--- src/rtl/bmpc_pkg.sv ---
package bmpc_pkg;

    localparam int CHANNEL_BITS_DEFAULT = 16;
    localparam int CFG_ADDR_BITS = 1;

    typedef enum logic [CFG_ADDR_BITS-1:0] {
        REG_LAYER_OPACITY = 1'b0,
        REG_MASK_ENABLE   = 1'b1
    } cfg_reg_t;

endpackage

--- src/rtl/bmpc_lane.sv ---
module bmpc_lane #(
    parameter int CHANNEL_BITS = bmpc_pkg::CHANNEL_BITS_DEFAULT
) (
    input  logic                    aclk,
    input  logic                    en,
    input  logic [CHANNEL_BITS-1:0] base_c,
    input  logic [CHANNEL_BITS-1:0] base_a,
    input  logic [CHANNEL_BITS-1:0] layer_c,
    input  logic [CHANNEL_BITS-1:0] lw,
    input  logic [CHANNEL_BITS-1:0] oa,
    output logic [CHANNEL_BITS-1:0] color
);
    localparam int N = CHANNEL_BITS;

    logic [2*N-1:0] pb_reg, pl_reg;
    logic [N-1:0]   oa_a_reg, oa_b_reg;
    logic [2*N-1:0] num_reg;
    logic [2*N:0]   num_sum;

    logic [N-1:0] rem_reg [N];
    logic [N-1:0] low_reg [N];
    logic [N-1:0] quo_reg [N];
    logic [N-1:0] div_reg [N];

    // numerator stays below oa * 2^N, so N quotient bits suffice
    assign num_sum = {1'b0, pb_reg} + {1'b0, pl_reg} + {{(N+1){1'b0}}, oa_a_reg >> 1};

    always_ff @(posedge aclk) begin
        if (en) begin
            pb_reg   <= base_c * base_a;
            pl_reg   <= layer_c * lw;
            oa_a_reg <= oa;
            num_reg  <= num_sum[2*N-1:0];
            oa_b_reg <= oa_a_reg;
        end
    end

    genvar k;
    generate
        for (k = 0; k < N; k++) begin : g_div
            logic [N-1:0] r_in, l_in, q_in, d_in;
            logic [N:0]   r2, diff;
            if (k == 0) begin : g_first
                assign r_in = num_reg[2*N-1:N];
                assign l_in = num_reg[N-1:0];
                assign q_in = '0;
                assign d_in = oa_b_reg;
            end else begin : g_next
                assign r_in = rem_reg[k-1];
                assign l_in = low_reg[k-1];
                assign q_in = quo_reg[k-1];
                assign d_in = div_reg[k-1];
            end
            assign r2   = {r_in, l_in[N-1]};
            assign diff = r2 - {1'b0, d_in};
            always_ff @(posedge aclk) begin
                if (en) begin
                    if (r2 >= {1'b0, d_in}) begin
                        rem_reg[k] <= diff[N-1:0];
                        quo_reg[k] <= {q_in[N-2:0], 1'b1};
                    end else begin
                        rem_reg[k] <= r2[N-1:0];
                        quo_reg[k] <= {q_in[N-2:0], 1'b0};
                    end
                    low_reg[k] <= {l_in[N-2:0], 1'b0};
                    div_reg[k] <= d_in;
                end
            end
        end
    endgenerate

    assign color = quo_reg[N-1];

endmodule

--- config.mk ---
export PLATFORM = sky130hd
export DESIGN_NAME = bmpc_lane
export DESIGN_NICKNAME = d
export VERILOG_FILES = /design/src/rtl/bmpc_pkg.sv /design/src/rtl/bmpc_lane.sv
export SDC_FILE = /design/constraint.sdc
export NUM_CORES = 2
export LEC_CHECK = 0
export BUFFER_PORTS_ARGS = -buffer_cell sky130_fd_sc_hd__buf_2
export CAP_MARGIN = 5
export CORE_MARGIN = 2
export CORE_UTILIZATION = 60
export DETAILED_ROUTE_END_ITERATION = 10
export PLACE_DENSITY_LB_ADDON = 0.1
export SYNTH_ARGS = -nofsm -noshare
export SYNTH_HDL_FRONTEND = slang
export SYNTH_SLANG_ARGS = --single-unit
--- constraint.sdc ---
create_clock -name aclk -period 10.7 [get_ports aclk]
set_input_delay 1.605 -clock aclk [delete_from_list [all_inputs] [get_ports aclk]]
set_output_delay 1.605 -clock aclk [all_outputs]
set_load 0.01 [all_outputs]
==> impl_metrics.toml <==
[routing]
wire_per_inst_um = 18.0
via_per_inst = 5.58
ant_nets = 0
route.detailed.drc = 0
drtIter0Drc = 2428
first_pass_iters = 6
finalWirelength_um = 120000
vias = 37200

[placed_design]
hpwlAfterDp_um = 90400
gp_congestion = 0.890
placedInstanceArea_um2 = 61300
dp_slack_ns = 2.71
port_buffers = 97
post-place-cells = 6489

[clocking]
cts_setup_buffers = 0
clk_pin_slew_ns = 0.06
cts_tree = "yes"
cts_max_path_buffers = 3
cts_buffers = 93
ctsHoldBuffers = 0
cts_root_buffer = "clkbuf_16"
h-tree-depth = 3
clk_latency_ns = 0.67
cts_sinks = 864
cts_resized = 0

[yosys]
ys_types = 80
synth_area_leader_cell = "edfxtp_1"
synth_area_um2 = 59500
synth-seq-area-share_pct = 43.6
synth_flop_cell = "edfxtp_1"
synthTopCellsByArea = "edfxtp_1 (44%), fa_1 (14%), ha_1 (11%)"
synth_mux_area_share_pct = 2.61
synth_top_area_share_pct = 43.6
synth_top_family_by_area = "adder cells"
synth_xor_area_share_pct = 3.77
postSynthCellCount = 5222
synthSimpleGateAreaFrac_pct = 10.2
syn_avg_cell_area_um2 = 11.4
synth_warnings = 0
synth_edf_count = 863
syn-num-nets = 6233
synth_adder_area_share_pct = 24.8
synth-compound-area-share_pct = 9.02
synth-seq-cells = 864
synthArstFlopShare_pct = 0

[setup_path]
path_class = "in2reg"
regToRegSetupSlack_ns = 6.65
worstPathRequired_ns = 11.08
end_kind = "flip-flop"
critPathMaxFanout = 16
worstPathArrival_ns = 7.75
start_kind = "input port"

[floorplan]
initial_core_util_pct = 60.5
die_h_um = 319
coreArea_um2 = 98300
die_width_um = 319
die_area_um2 = 102000
design.portCount = 98
fp-row-count = 115

[cells_and_area]
layoutNonFillerInstCount = 6661
fill_cells = 7597
area_delta_synth_final_pct = 8.19
drive_gt1_share_pct = 7.52
final_cell_mix = "edfxtp_1 (863), inv_1 (809), ha_1 (510), nand2_1 (452), fa_1 (419)"
nets = 6308
fin_area_um2 = 64400
layout_commonest_cell = "edfxtp_1"

[sta]
setup_ws_ns = 3.33
rsz0062_at_grt = "no"
period_share_pct = 68.9
relSlewSlack_pct = 27.8
fin_setup_tns_ns = 0
slew_violations = 0
tightest_slew_ns = 1.08
fmaxAchievable_mhz = 136
skew_ns = 0.0490
finalSetupViolations = 0
period_needed_ns = 7.37
hold_viol = 0

[grt]
grt_overflow = 0
grt_pass1_wl_um = 195000
antenna_found_initial = 2
grt_pass1_vias = 37800
gr-usage-all-layers_pct = 24.1
grt_start_max_net_pins = 154

[pwr]
leakagePower_nw = 28.1
power-per-cell-area_nw_per_um2 = 333
ir_drop_uv = 324

[run]
drv_cap = 0

[worst_hold_path]
min_path_type = "reg2reg"

[run_status]
status = "completed"
==> worst max-delay path, stage by stage <==
cell and delay, ns:
buf_2 0.28, nand2_1 0.15, fa_1 0.54, fa_1 0.54, fa_1 0.52, inv_1 0.05, ha_1 0.28, fa_1 0.48
inv_1 0.05, fa_1 0.47, inv_1 0.04, ha_1 0.37, a2111oi_0 0.39, o21ai_0 0.22, a311oi_1 0.74, o21ai_0 0.31
a21o_1 0.23, a21oi_1 0.20, o21ai_0 0.12, xor2_1 0.15
==> cells by family (layout without fill, tap and decap cells) <==
group                    Yosys count  in the layout
other                              0              1
flip-flops                       864            864
XOR/XNOR                         256            256
AO/OA/AOI/OAI                    852            852
multiplexers                     138            138
adder cells (fa/ha/maj)          929            929
AND/OR/NAND/NOR                 1241           1241
buffers and inverters            942           1093
==> where the power goes <==
| part | internal (mW) | switching (mW) |
|---|---|---|
| clock network | 1.88 | 1.34 |
| registers | 5.34 | 0.476 |
| logic | 5.48 | 6.93 |
==> cell type report <==
| cell class | instances | area [µm²] | area share [%] |
|---|---|---|---|
| repair buffers | 113 | 666 | 1.03 |
| clock inverters | 61 | 659 | 1.02 |
| well taps | 1287 | 1610 | 2.50 |
| flip-flops and latches | 864 | 25900 | 40.3 |
| clock buffers | 110 | 2430 | 3.78 |
| multi-input cells | 3416 | 30000 | 46.6 |
| diodes | 1 | 2.50 | 0.00389 |
| inverters | 809 | 3040 | 4.72 |
==> per-layer routing <==
layer | vias up | global-route usage (%) | share of wire (%)
met4 | 2 | 10.6 | 4.3
li1 | 18000 | - | -
met1 | 18100 | 31.1 | 42
met3 | 247 | 2.98 | 3.8
met5 | - | 0 | 0.011
met2 | 807 | 41.0 | 50
==> cell usage after synthesis, drive strengths merged, types with 22 or more instances <==
cell,n
o21a,41
and3,27
ha,510
a21o,117
a31oi,25
xnor2,171
and2,253
inv,809
edfxtp,863
fa,419
o21ai,186
mux2,117
a21oi,271
nand2b,43
nand3,42
nand4,34
nor2b,46
nand2,452
nor3,53
nor2,225
clkbuf,114
o21bai,22
a21boi,34
a211oi,27
xor2,85
==> stage by stage <==
stage | hold slack [ns] | total power [mW] | util [%]
5_1_grt | 0.410 | 23.4 | 65.5
3_5_place_dp | 0.405 | 18.3 | 62.3
3_3_place_gp | 0.400 | 18.1 | 62.3
2_1_floorplan | 0.400 | 15.4 | -
6_report | 0.403 | 21.4 | 65.5
4_1_cts | 0.399 | 21.6 | 65.5
==> final timing paths <==
check / from / to / cells past startpoint
worst max-delay path: layer_c[9] / pl_reg[25] / 20
worst max register to register: g_div[0].d_in[1] / rem_reg[0][15] / 11
worst min-delay path: low_reg[0][68] / low_reg[0][84] / 0
worst min register to register: low_reg[0][68] / low_reg[0][84] / 0
(Power assumes the default switching activity.)
