### src/rtl/bmpc_pkg.sv
package bmpc_pkg;

    localparam int CHANNEL_BITS_DEFAULT = 16;
    localparam int CFG_ADDR_BITS = 1;

    typedef enum logic [CFG_ADDR_BITS-1:0] {
        REG_LAYER_OPACITY = 1'b0,
        REG_MASK_ENABLE   = 1'b1
    } cfg_reg_t;

endpackage

### src/rtl/bmpc_alpha.sv
module bmpc_alpha #(
    parameter int CHANNEL_BITS = bmpc_pkg::CHANNEL_BITS_DEFAULT
) (
    input  logic                    aclk,
    input  logic                    en,
    input  logic [CHANNEL_BITS-1:0] layer_opacity,
    input  logic                    mask_enable,
    input  logic [CHANNEL_BITS-1:0] base_alpha,
    input  logic [CHANNEL_BITS-1:0] layer_alpha,
    input  logic [CHANNEL_BITS-1:0] mask_sample,
    output logic [CHANNEL_BITS-1:0] lw,
    output logic [CHANNEL_BITS-1:0] oa
);
    import bmpc_pkg::*;

    localparam int N = CHANNEL_BITS;
    localparam logic [N-1:0] FULL = {N{1'b1}};
    localparam logic [2*N-1:0] HALF = {1'b0, {(2*N-1){1'b0}}} | (2*N)'(FULL >> 1);

    // rounded divide by all-ones: x = hi*2^N + lo = hi*FULL + (hi + lo)
    function automatic logic [N-1:0] fx_norm(input logic [2*N-1:0] p);
        logic [2*N-1:0] x;
        logic [N:0]     s;
        logic [N:0]     q;
        begin
            x = p + HALF;
            s = {1'b0, x[2*N-1:N]} + {1'b0, x[N-1:0]};
            q = {1'b0, x[2*N-1:N]};
            if (s >= {1'b0, FULL}) begin
                q = q + 1'b1;
            end
            if (s >= {FULL, 1'b0}) begin
                q = q + 1'b1;
            end
            fx_norm = q[N-1:0];
        end
    endfunction

    logic [2*N-1:0] p1_reg, p2_reg, p3_reg;
    logic [N-1:0]   opac1_reg, ba1_reg, la1_reg, ba2_reg, ba3_reg;
    logic           men1_reg;
    logic [N-1:0]   lw_reg, oa_reg;
    logic [N-1:0]   eff;
    logic [N-1:0]   lw_next;
    logic [N:0]     oa_sum;

    assign eff     = men1_reg ? fx_norm(p1_reg) : opac1_reg;
    assign lw_next = fx_norm(p3_reg);
    assign oa_sum  = {1'b0, ba3_reg} + {1'b0, lw_next};

    always_ff @(posedge aclk) begin
        if (en) begin
            p1_reg    <= layer_opacity * mask_sample;
            opac1_reg <= layer_opacity;
            men1_reg  <= mask_enable;
            ba1_reg   <= base_alpha;
            la1_reg   <= layer_alpha;
            p2_reg    <= la1_reg * eff;
            ba2_reg   <= ba1_reg;
            p3_reg    <= (FULL - ba2_reg) * fx_norm(p2_reg);
            ba3_reg   <= ba2_reg;
            lw_reg    <= lw_next;
            oa_reg    <= oa_sum[N-1:0];
        end
    end

    assign lw = lw_reg;
    assign oa = oa_reg;

endmodule

### config.mk
export PLATFORM = sky130hd
export DESIGN_NAME = bmpc_alpha
export DESIGN_NICKNAME = d
export VERILOG_FILES = /design/src/rtl/bmpc_pkg.sv /design/src/rtl/bmpc_alpha.sv
export SDC_FILE = /design/constraint.sdc
export NUM_CORES = 2
export LEC_CHECK = 0
export ABC_AREA = 1
export BUFFER_PORTS_ARGS = -buffer_cell sky130_fd_sc_hd__buf_2
export CORE_AREA = 5 5 247 249
export DETAILED_ROUTE_END_ITERATION = 8
export DIE_AREA = 0 0 252 254
export GPL_TIMING_DRIVEN = 1
export MAX_ROUTING_LAYER = met4
export PLACE_DENSITY = 0.88
export SLEW_MARGIN = 15
export SYNTH_ARGS = -nofsm -noshare
export SYNTH_HDL_FRONTEND = slang
export SYNTH_SLANG_ARGS = --single-unit
### constraint.sdc
create_clock -name aclk -period 18.1 [get_ports aclk]
set_input_delay 3.62 -clock aclk [delete_from_list [all_inputs] [get_ports aclk]]
set_output_delay 3.62 -clock aclk [all_outputs]
set_load 0.1 [all_outputs]
==> results by group <==
Outcome
  • Status: finished clean

Timing
  • Final Cycle Share: 70.25%
  • RSZ-0062 raised after global routing: false
  • Minimum clock period: 12.71 ns
  • Count of pins over their slew limit: 0
  • TNS Setup: 0 ns
  • Final setup fails: 0
  • Max transition margin: 30.03%
  • Max Clock Skew: 0.05132 ns
  • Fmax: 78.65 MHz
  • Endpoints failing hold: 0
  • Worst Tran Pin Value: 1.049 ns

Global routing
  • Total track usage: 33.29%
  • Vias in the first global route: 33680
  • Antenna violations before repair: 4
  • Largest net degree at the start of global routing: 73
  • First-pass GRT wire length: 167700 um
  • Total gr overflow: 0

Synth
  • Syn_nets: 5955
  • Seq/Total Area, Yosys: 15.54%
  • Async set or reset register ratio after synthesis: 0%
  • Predominant post-synthesis flop cell: edfxtp_1
  • Synth area leader: fa_1
  • Post-Synthesis Cell Area: 40390 um^2
  • Register bit total from synthesis: 209
  • Post-synth top area share: 29.09%
  • Post-Synthesis Cells: 4907
  • Average size of a mapped cell: 8.232 um^2
  • Synth unique cells: 65
  • Synth top area cells: fa_1 (29%), edfxtp_1 (16%), ha_1 (12%)
  • EDFF count, synth: 209
  • Ys Warns: 0

Route
  • Post-Route WL: 102100 um
  • Vias per cell: 5.709
  • WL per Instance: 17.90 um
  • Drt drc: 0
  • DR vias: 32560
  • Drt initial violations: 2689
  • TritonRoute pass-1 iters: 8
  • Remaining antenna violation count after routing: 0

Die
  • Core box area: 58460 um^2
  • Initial Util: 69.09%
  • # rows: 89
  • Io pins: 99
  • Total die area: 64010 um^2
  • Die extent in x: 252 um
  • Chip Height: 254 um

Clock tree
  • TritonCTS clock tree: built
  • Post-CTS Hold Buffers: 0
  • CTS Buf Count: 25
  • CTS resizes: 0
  • CTS root buf: clkbuf_16
  • H-Tree Depth: 1
  • Setup bufs post-CTS: 0
  • CTS clk-pin slew, worst paths: 0.07 ns
  • Clk Latency, worst-skew pair: 0.59 ns
  • CTS sink cnt: 209
  • Max clock buf depth: 3

Worst setup path
  • Max incr delay on CP: 0.80 ns
  • Critical path type: flop to flop
  • CP endpoint kind: flop
  • Worst setup SP type: flop
  • Crit path DAT: 13.02 ns
  • Slowest CP cell: o21ai_2
  • CP Max Fanout: 18
  • Reg-to-Reg Start: p1_reg[0]$_DFFE_PP_
  • Setup crit start: p1_reg[0]$_DFFE_PP_
  • CP required: 18.40 ns

Run
  • Max-Cap Viols: 0

Cells and area
  • Layout area overhead: 4.482%
  • Layout cells sized above 1: 7.633%
  • Nets: 5955

Place
  • HPWL after detailed placement: 83490 um
  • GP Congestion: 1.031
  • PortBufs: 98

Min path
  • Worst min-delay path startpoint: ba1_reg[14]$_DFFE_PP_
  • Hold Crit Class: flop to flop
[per-stage QoR]
stage / hold slack (ns) / utilization, % / setup WS, ns / instance area (um^2) / instances
after floorplan: 0.4003 / - / 7.657 / 40390 / 4907
after global placement: 0.4011 / 70.68 / 5.881 / 41320 / 5653
after detailed placement: 0.4045 / 70.68 / 5.670 / 41320 / 5653
after CTS: 0.4187 / 72.17 / 5.603 / 42190 / 5699
after global routing: 0.4214 / 72.19 / 4.454 / 42200 / 5703
final: 0.4167 / 72.19 / 5.385 / 42200 / 5703
[final timing paths]
path	to	slack, ns	depth (start not counted)
max	p2_reg[30]$_DFFE_PP_	5.39	60
min	ba2_reg[14]$_DFFE_PP_	0.42	0
max reg2reg	p2_reg[30]$_DFFE_PP_	5.39	60
min reg2reg	ba2_reg[14]$_DFFE_PP_	0.42	0
[metal layers]
| metal | global-route usage, % | vias to the layer above | share of wire [%] |
|---|---|---|---|
| met2 | 54.51 | 1643 | 47 |
| met4 | 10.93 | 0 | 3.8 |
| li1 | - | 15000 | - |
| met1 | 42.43 | 15580 | 39 |
| met5 | - | - | 0 |
| met3 | 6.192 | 337 | 9.9 |
[worst max-delay path, delay by kind of cell (launching register included)]
kind / cells / cell delay, ns
buffers and inverters: 10 / 1.14
AO/OA/AOI/OAI: 12 / 3.35
flip-flops: 1 / 0.35
AND/OR/NAND/NOR: 25 / 3.15
XOR/XNOR: 2 / 0.33
adder cells (fa/ha/maj): 11 / 4.07
[cell type report]
type	count	area, um^2
Antenna cell	4	10.01
Clock buffer	29	640.6
Clock inverter	17	232.7
Fill cell	4395	16260
Inverter	1154	4337
Multi-Input combinational cell	3409	29170
Sequential cell	209	6276
Tap cell	773	967.2
Timing Repair Buffer	108	574.3
[placed cells by master, fill, tap and decap left out, drive strengths merged, types with 10 or more instances in the layout]
cell type / count
nor2: 406
nand4: 50
a21boi: 13
fa: 587
inv: 1145
a31oi: 13
clkinv: 20
ha: 394
o21ai: 88
edfxtp: 209
clkbuf: 30
xnor2: 70
nand3: 265
o21bai: 10
buf: 107
or2: 27
nor3: 54
nor4: 15
xor2: 172
nand2: 1008
a21oi: 201
[Yosys cell counts, types with 8 or more instances]
cell and number:
clkbuf_1 92, or2_2 23, nor4_1 15, a21oi_2 13, xor2_1 166, edfxtp_1 209, a31oi_1 13, nor3_1 45
ha_1 394, nor2_1 350, buf_6 8, inv_2 25, buf_1 17, nor2_2 31, o21ai_0 62, clkinv_1 13
nand4_1 47, a21oi_1 188, nand2_2 39, xnor2_1 68, nand3_2 25, nand3_1 238, nand2_4 10, nor2_4 22
nand2_1 958, o21ai_1 13, buf_2 13, o21ai_2 13, fa_1 587, nor3_2 8, o21bai_1 10, a21boi_0 12
inv_1 1114
[cells by family after synthesis]
kind of cell	after synthesis	synth area share [%]
AOI/OAI and AO/OA	349	4.925
xor gates and xnor gates	242	5.479
adders and majority gates	981	41.30
buffers and inverters	1289	12.26
DFF	209	15.54
and+or+nand+nor	1837	20.51
Power is not shown: default switching activity piles up to over one toggle a cycle in this logic, so the estimate is an artifact.
